<file path="src/sv/fcce_pkg.sv">
// ----------------------------------------------------------------------------
// fcce_pkg
// Shared types, constants and helper functions for the FAT16 cluster chain
// engine: table geometry, operation and status codes, memory request bundle.
// ----------------------------------------------------------------------------
`default_nettype none

package fcce_pkg;

    // Table geometry.
    localparam int TABLE_DEPTH = 4096;
    localparam int IDX_W       = $clog2(TABLE_DEPTH);
    localparam int DATA_W      = 16;
    localparam int CFG_W       = 13;

    // The scan position can reach the smaller of the table depth and the
    // largest value the configuration register can hold.
    localparam int CFG_MAX  = (1 << CFG_W) - 1;
    localparam int SCAN_MAX = (TABLE_DEPTH < CFG_MAX) ? TABLE_DEPTH : CFG_MAX;
    localparam int SCAN_W   = $clog2(SCAN_MAX + 1);

    localparam logic [16:0]       DEPTH_17        = 17'(TABLE_DEPTH);
    localparam logic [CFG_W-1:0]  TOTAL_RESET     = CFG_W'(4096);
    localparam logic [DATA_W-1:0] END_OF_CHAIN    = 16'hFFFF;
    localparam logic [DATA_W-1:0] FIRST_RESERVED  = 16'hFFF7;
    localparam logic [DATA_W-1:0] FIRST_DATA      = 16'd2;

    typedef enum logic [1:0] {
        OP_READ    = 2'd0,
        OP_WRITE   = 2'd1,
        OP_ALLOC   = 2'd2,
        OP_RELEASE = 2'd3
    } op_t;

    typedef enum logic [1:0] {
        ST_OK       = 2'd0,
        ST_FULL     = 2'd1,
        ST_TOO_LONG = 2'd2,
        ST_RANGE    = 2'd3
    } status_t;

    // One port of memory traffic: a write and a read may go out together.
    typedef struct packed {
        logic              we;
        logic [IDX_W-1:0]  waddr;
        logic [DATA_W-1:0] wdata;
        logic              re;
        logic [IDX_W-1:0]  raddr;
    } mem_req_t;

    typedef struct packed {
        logic [DATA_W-1:0] value;
        status_t           status;
    } result_t;

    // Decision for one step of a chain release.
    typedef struct packed {
        logic    go;
        status_t status;
    } verdict_t;

    // True when a 16-bit cluster number addresses an entry of the table.
    function automatic logic in_table(input logic [DATA_W-1:0] idx);
        in_table = ({1'b0, idx} < DEPTH_17);
    endfunction

    // Decides whether the release walk frees the entry at idx, and which
    // status it ends with when it does not.
    function automatic verdict_t rel_verdict(input logic [DATA_W-1:0] idx,
                                             input logic [CFG_W-1:0]  freed,
                                             input logic [CFG_W-1:0]  total);
        verdict_t v;
        v.go     = 1'b0;
        v.status = ST_OK;
        if (idx < FIRST_DATA || idx >= FIRST_RESERVED) begin
            v.status = ST_OK;
        end
        else if (!in_table(idx)) begin
            v.status = ST_RANGE;
        end
        else if (freed >= total) begin
            v.status = ST_TOO_LONG;
        end
        else begin
            v.go = 1'b1;
        end
        rel_verdict = v;
    endfunction

endpackage

`default_nettype wire

</file>
<file path="src/sv/fcce_ctrl.sv">
// ----------------------------------------------------------------------------
// fcce_ctrl
// Operation sequencer: decodes each transaction, drives reads and writes of
// the allocation table, runs the allocate scan and the release walk, and holds
// the cluster count register.
// ----------------------------------------------------------------------------
`default_nettype none

module fcce_ctrl
    import fcce_pkg::*;
(
    input  wire logic                clk,
    input  wire logic                rst_n,
    input  wire logic                cfg_we,
    input  wire logic [CFG_W-1:0]    cfg_wdata,
    input  wire logic                in_valid,
    output logic                     in_ready,
    input  wire logic [1:0]          operation,
    input  wire logic [DATA_W-1:0]   cluster,
    input  wire logic [DATA_W-1:0]   entry_value,
    input  wire logic                slot_free,
    output logic                     done_valid,
    output result_t                  done_res,
    output mem_req_t                 mem_req,
    input  wire logic [DATA_W-1:0]   mem_rdata
);

    typedef enum logic [5:0] {
        S_IDLE    = 6'b000001,
        S_RD_WAIT = 6'b000010,
        S_SCAN    = 6'b000100,
        S_LINK    = 6'b001000,
        S_REL     = 6'b010000,
        S_DONE    = 6'b100000
    } state_t;

    state_t              state_reg, state_next;
    logic [CFG_W-1:0]    total_reg;
    logic [IDX_W-1:0]    prev_reg, prev_next;
    logic                link_reg, link_next;
    logic [SCAN_W-1:0]   issue_reg, issue_next;
    logic                chk_v_reg, chk_v_next;
    logic [IDX_W-1:0]    chk_idx_reg, chk_idx_next;
    logic [DATA_W-1:0]   idx_reg, idx_next;
    logic [CFG_W-1:0]    freed_reg, freed_next;
    logic [DATA_W-1:0]   res_val_reg, res_val_next;
    status_t             res_st_reg, res_st_next;
    logic                fwd_hit_reg;
    logic [DATA_W-1:0]   fwd_data_reg;

    logic [DATA_W-1:0]   rdata_eff;
    logic [SCAN_W-1:0]   scan_lim;
    logic [CFG_W-1:0]    freed_inc;
    verdict_t            v_start, v_step;
    logic                cl_in_table;
    logic                scan_hit;

    // Cluster count register.
    always_ff @(posedge clk or negedge rst_n)
    begin
        if (!rst_n)
        begin
            total_reg <= TOTAL_RESET;
        end
        else if (cfg_we)
        begin
            total_reg <= cfg_wdata;
        end
    end

    // A release frees an entry and reads its successor in the same cycle;
    // when both hit one entry, the freshly written value wins.
    always_ff @(posedge clk or negedge rst_n)
    begin
        if (!rst_n)
        begin
            fwd_hit_reg <= 1'b0;
        end
        else
        begin
            fwd_hit_reg <= mem_req.we && mem_req.re && (mem_req.waddr == mem_req.raddr);
        end
    end

    always_ff @(posedge clk)
    begin
        fwd_data_reg <= mem_req.wdata;
    end

    assign rdata_eff = fwd_hit_reg ? fwd_data_reg : mem_rdata;

    // Scan bound: the smaller of the configured count and the table depth.
    assign scan_lim = ({4'b0, total_reg} > DEPTH_17) ? SCAN_W'(DEPTH_17)
                                                      : SCAN_W'(total_reg);

    assign freed_inc   = freed_reg + CFG_W'(1);
    assign v_start     = rel_verdict(cluster, '0, total_reg);
    assign v_step      = rel_verdict(rdata_eff, freed_inc, total_reg);
    assign cl_in_table = in_table(cluster);
    assign scan_hit    = chk_v_reg && (rdata_eff == '0);

    assign in_ready   = (state_reg == S_IDLE);
    assign done_valid = (state_reg == S_DONE) && slot_free;
    assign done_res   = '{value: res_val_reg, status: res_st_reg};

    // Sequencer.
    always_comb
    begin
        state_next   = state_reg;
        prev_next    = prev_reg;
        link_next    = link_reg;
        issue_next   = issue_reg;
        chk_v_next   = 1'b0;
        chk_idx_next = chk_idx_reg;
        idx_next     = idx_reg;
        freed_next   = freed_reg;
        res_val_next = res_val_reg;
        res_st_next  = res_st_reg;
        mem_req      = '0;

        unique case (state_reg)
            S_IDLE:
            begin
                if (in_valid)
                begin
                    res_val_next = '0;
                    res_st_next  = ST_OK;
                    unique case (op_t'(operation))
                        OP_READ:
                        begin
                            if (cl_in_table)
                            begin
                                mem_req.re    = 1'b1;
                                mem_req.raddr = IDX_W'(cluster);
                                state_next    = S_RD_WAIT;
                            end
                            else
                            begin
                                res_st_next = ST_RANGE;
                                state_next  = S_DONE;
                            end
                        end
                        OP_WRITE:
                        begin
                            if (cl_in_table)
                            begin
                                mem_req.we    = 1'b1;
                                mem_req.waddr = IDX_W'(cluster);
                                mem_req.wdata = entry_value;
                            end
                            else
                            begin
                                res_st_next = ST_RANGE;
                            end
                            state_next = S_DONE;
                        end
                        OP_ALLOC:
                        begin
                            if (cluster >= FIRST_DATA && !cl_in_table)
                            begin
                                res_st_next = ST_RANGE;
                                state_next  = S_DONE;
                            end
                            else
                            begin
                                prev_next  = IDX_W'(cluster);
                                link_next  = (cluster >= FIRST_DATA);
                                issue_next = SCAN_W'(2);
                                state_next = S_SCAN;
                            end
                        end
                        OP_RELEASE:
                        begin
                            idx_next   = cluster;
                            freed_next = '0;
                            if (v_start.go)
                            begin
                                mem_req.re    = 1'b1;
                                mem_req.raddr = IDX_W'(cluster);
                                state_next    = S_REL;
                            end
                            else
                            begin
                                res_st_next = v_start.status;
                                state_next  = S_DONE;
                            end
                        end
                        default:
                        begin
                            state_next = S_IDLE;
                        end
                    endcase
                end
            end

            S_RD_WAIT:
            begin
                res_val_next = rdata_eff;
                state_next   = S_DONE;
            end

            // One table read issued per cycle; its data is checked in the next cycle.
            S_SCAN:
            begin
                if (scan_hit)
                begin
                    mem_req.we    = 1'b1;
                    mem_req.waddr = chk_idx_reg;
                    mem_req.wdata = END_OF_CHAIN;
                    res_val_next  = DATA_W'(chk_idx_reg);
                    res_st_next   = ST_OK;
                    state_next    = link_reg ? S_LINK : S_DONE;
                end
                else if (issue_reg < scan_lim)
                begin
                    mem_req.re    = 1'b1;
                    mem_req.raddr = IDX_W'(issue_reg);
                    chk_v_next    = 1'b1;
                    chk_idx_next  = IDX_W'(issue_reg);
                    issue_next    = issue_reg + SCAN_W'(1);
                end
                else
                begin
                    res_val_next = '0;
                    res_st_next  = ST_FULL;
                    state_next   = S_DONE;
                end
            end

            // Point the previous cluster at the new one.
            S_LINK:
            begin
                mem_req.we    = 1'b1;
                mem_req.waddr = prev_reg;
                mem_req.wdata = res_val_reg;
                state_next    = S_DONE;
            end

            // Free the current entry and fetch its successor in the same cycle.
            S_REL:
            begin
                mem_req.we    = 1'b1;
                mem_req.waddr = IDX_W'(idx_reg);
                mem_req.wdata = '0;
                freed_next    = freed_inc;
                idx_next      = rdata_eff;
                if (v_step.go)
                begin
                    mem_req.re    = 1'b1;
                    mem_req.raddr = IDX_W'(rdata_eff);
                end
                else
                begin
                    res_val_next = DATA_W'(freed_inc);
                    res_st_next  = v_step.status;
                    state_next   = S_DONE;
                end
            end

            S_DONE:
            begin
                if (slot_free)
                begin
                    state_next = S_IDLE;
                end
            end

            default:
            begin
                state_next = S_IDLE;
            end
        endcase
    end

    // Control state.
    always_ff @(posedge clk or negedge rst_n)
    begin
        if (!rst_n)
        begin
            state_reg <= S_IDLE;
            chk_v_reg <= 1'b0;
            link_reg  <= 1'b0;
        end
        else
        begin
            state_reg <= state_next;
            chk_v_reg <= chk_v_next;
            link_reg  <= link_next;
        end
    end

    // Working registers of the current operation.
    always_ff @(posedge clk)
    begin
        prev_reg    <= prev_next;
        issue_reg   <= issue_next;
        chk_idx_reg <= chk_idx_next;
        idx_reg     <= idx_next;
        freed_reg   <= freed_next;
        res_val_reg <= res_val_next;
        res_st_reg  <= res_st_next;
    end

endmodule

`default_nettype wire

</file>
<file path="config.mk">
export PLATFORM = sky130hd
export DESIGN_NAME = fcce_ctrl
export DESIGN_NICKNAME = d
export VERILOG_FILES = /design/src/sv/fcce_pkg.sv /design/src/sv/fcce_ctrl.sv
export SDC_FILE = /design/constraint.sdc
export NUM_CORES = 1
export LEC_CHECK = 0
export CORE_ASPECT_RATIO = 1.1
export CORE_UTILIZATION = 30
export DETAILED_ROUTE_END_ITERATION = 8
export DONT_BUFFER_PORTS = 1
export HOLD_SLACK_MARGIN = 0.05
export PLACE_DENSITY = 0.44
export SYNTH_ARGS = -nofsm -noshare
export SYNTH_HDL_FRONTEND = slang
export SYNTH_SLANG_ARGS = --single-unit
</file>
<file path="constraint.sdc">
create_clock -name clk -period 8.5 [get_ports clk]
set_input_delay 0.85 -clock clk [delete_from_list [all_inputs] [get_ports clk]]
set_output_delay 0.85 -clock clk [all_outputs]
set_load 0.05 [all_outputs]
</file>
==> results_dict.tcl <==
set metrics [dict create \
    grt_first_pass_wirelength_um 35700 \
    r2r_cells 8 \
    cts_hold_buf 0 \
    hold_viol 0 \
    post_cts_resized 0 \
    r2r_start "fwd_hit_reg" \
    hold_path.class "primary input to async pin" \
    maxCapViolations 0 \
    total_power_mw 1.99 \
    routed_wl_um 24000 \
    io-pin-count 130 \
    ir_drop_v 0.000103 \
    cp_max_fo 26 \
    clk_latency_ps 420 \
    r2r_slack_ps 3420 \
    end_kind "output port" \
    layout_commonest_cell "edfxtp_1" \
    maxSlewHeadroom 0.260 \
    final_layout_size_suffix_gt1_frac 0.103 \
    ys_ff_latch 118 \
    io_buffers 0 \
    h-tree-depth 4 \
    numCtsBuffers 17 \
    wire_per_inst_um 25.6 \
    p_leak_nw 2.91 \
    max_freq_mhz 187 \
    period_minus_slack_ps 5340 \
    start_kind "flop" \
    cts_buffer_depth 2 \
    diodes 0 \
    skew_ps 7.76 \
    ys_types 79 \
    yosysWarnings 0 \
    grt_overflow 0 \
    die_height_um 159 \
    power.density_nw_per_um2 260 \
    antenna_found_initial 0 \
    crit_type "flop to output port" \
    netlist_instances 629 \
    grt_max_degree 30 \
    cts_root_buffer "clkbuf_16" \
    async_reset_ff_frac 0.186 \
    drtPass1Iterations 5 \
    critPathRequiredTime_ps 7650 \
    die_w_um 145 \
    fin_util 0.347 \
    drtIter0Drc 431 \
    cts_setup_buffers 0 \
    fp.coreArea_sq_um 22100 \
    critical_path_arrival_ps 4490 \
    clkTransAtPathRegs_ps 60 \
    netlist_area_sq_um 6760 \
    tns_ps 0 \
    drv_slew 0 \
    rows 57 \
    synth_top_flop_cell "edfxtp_1" \
    ant_nets 0 \
    hpwlAfterDp_um 18300 \
    area_growth_pct 13.5 \
    reg2reg_to "res_val_reg[12]" \
    dieArea_sq_um 23200 \
    setup_viol 0 \
    gp_congestion 0.927 \
    post-route-period-util 0.628 \
    worstMarginPinSlew_ps 1110 \
    final_cell_mix "edfxtp_1, nand2_1, nor2_1" \
    start_util 0.306 \
    grt_pass1_vias 5489 \
    synth_enable_flop_cells 80 \
    viasPerCell 5.72 \
    nets 728 \
    status "completed" \
    clock-sinks 118 \
    syn-num-nets 728 \
    grt_usage 0.211 \
    yosysSeqAreaShare 0.484 \
    cts_tree "built" \
    syn_area_per_cell_sq_um 10.8 \
    rsz0062_at_grt "false" \
    drc 0 \
    vias 5357 \
]
## worst max-delay path by stage
stage | startpoint | to | slack (ps) | depth (start not counted)
2_1_floorplan | freed_reg[2] | mem_req[0] | 4200 | 11
3_3_place_gp | fwd_hit_reg | res_val_reg[13] | 3380 | 8
3_5_place_dp | fwd_hit_reg | res_val_reg[14] | 3330 | 8
4_1_cts | fwd_hit_reg | mem_req[40] | 3080 | 6
5_1_grt | fwd_hit_reg | mem_req[2] | 2820 | 6
6_report | fwd_hit_reg | mem_req[40] | 3160 | 6
## metal layers
metal  up-vias  routed length (um)  GRT usage
met5         -                   0          0
met4         0                 928      0.102
met3        51                2220     0.0754
met2       248               11500      0.352
met1      2630                9330      0.239
li1       2428                   -          -
## logic make-up after synthesis
kind of cell,Yosys count,synth area share
AO/OA/AOI/OAI,147,0.173
XOR/XNOR,29,0.0376
adder cells (fa/ha/maj),31,0.0573
buffers and inverters,56,0.0366
flip-flops,118,0.484
multiplexers,19,0.0307
AND/OR/NAND/NOR,229,0.180
## worst max-delay path: stages, from the launching register on
cell     delay, ps
dfrtp_1       1060
mux2i_1        580
nand4_1        240
a211o_1        430
nor3_4         640
buf_4          460
a221o_1        610
## power by group
group	total (mW)	switching (mW)	internal [mW]
combinational	0.317	0.213	0.104
clock	0.732	0.268	0.463
sequential	0.943	0.215	0.727
total	1.99	0.697	1.29
## layout make-up
| type | count | area (sq um) |
|---|---|---|
| Clock buffer | 20 | 479 |
| Clock inverter | 12 | 124 |
| Fill cell | 2237 | 14400 |
| Inverter | 28 | 105 |
| Multi-Input combinational cell | 455 | 3250 |
| Sequential cell | 118 | 3280 |
| Tap cell | 295 | 369 |
| Timing Repair Buffer | 9 | 67.6 |
## synth_stat cells, drive strengths merged (4+ instances only)
cell,instances,area [sq um]
nor2,44,165
nand2,59,224
xor2,14,123
xnor2,15,131
buf,9,71.3
a21oi,15,75.1
nand3,32,160
inv,28,105
dfrtp,20,500
ha,31,388
edfxtp,80,2400
and3,7,43.8
a31o,4,35.0
a211o,9,78.8
nor3,8,45.0
a21o,6,45.0
nand4,19,119
dfxtp,16,320
nand2b,5,31.3
mux2i,15,163
a221o,36,364
mux2,4,45.0
and2,17,109
o21ai,29,145
nor4,16,121
clkbuf,19,71.3
a22o,13,114
## through the flow
stage	area (sq um)	hold WS, ps	cells	setup slack [ps]
final	7670	121	937	3160
after global routing	7670	103	937	2820
after CTS	7670	105	937	3080
after detailed placement	7070	524	905	3330
after global placement	7070	513	905	3380
after floorplan	6760	463	629	4200
Power figures use the tool's default switching activity.
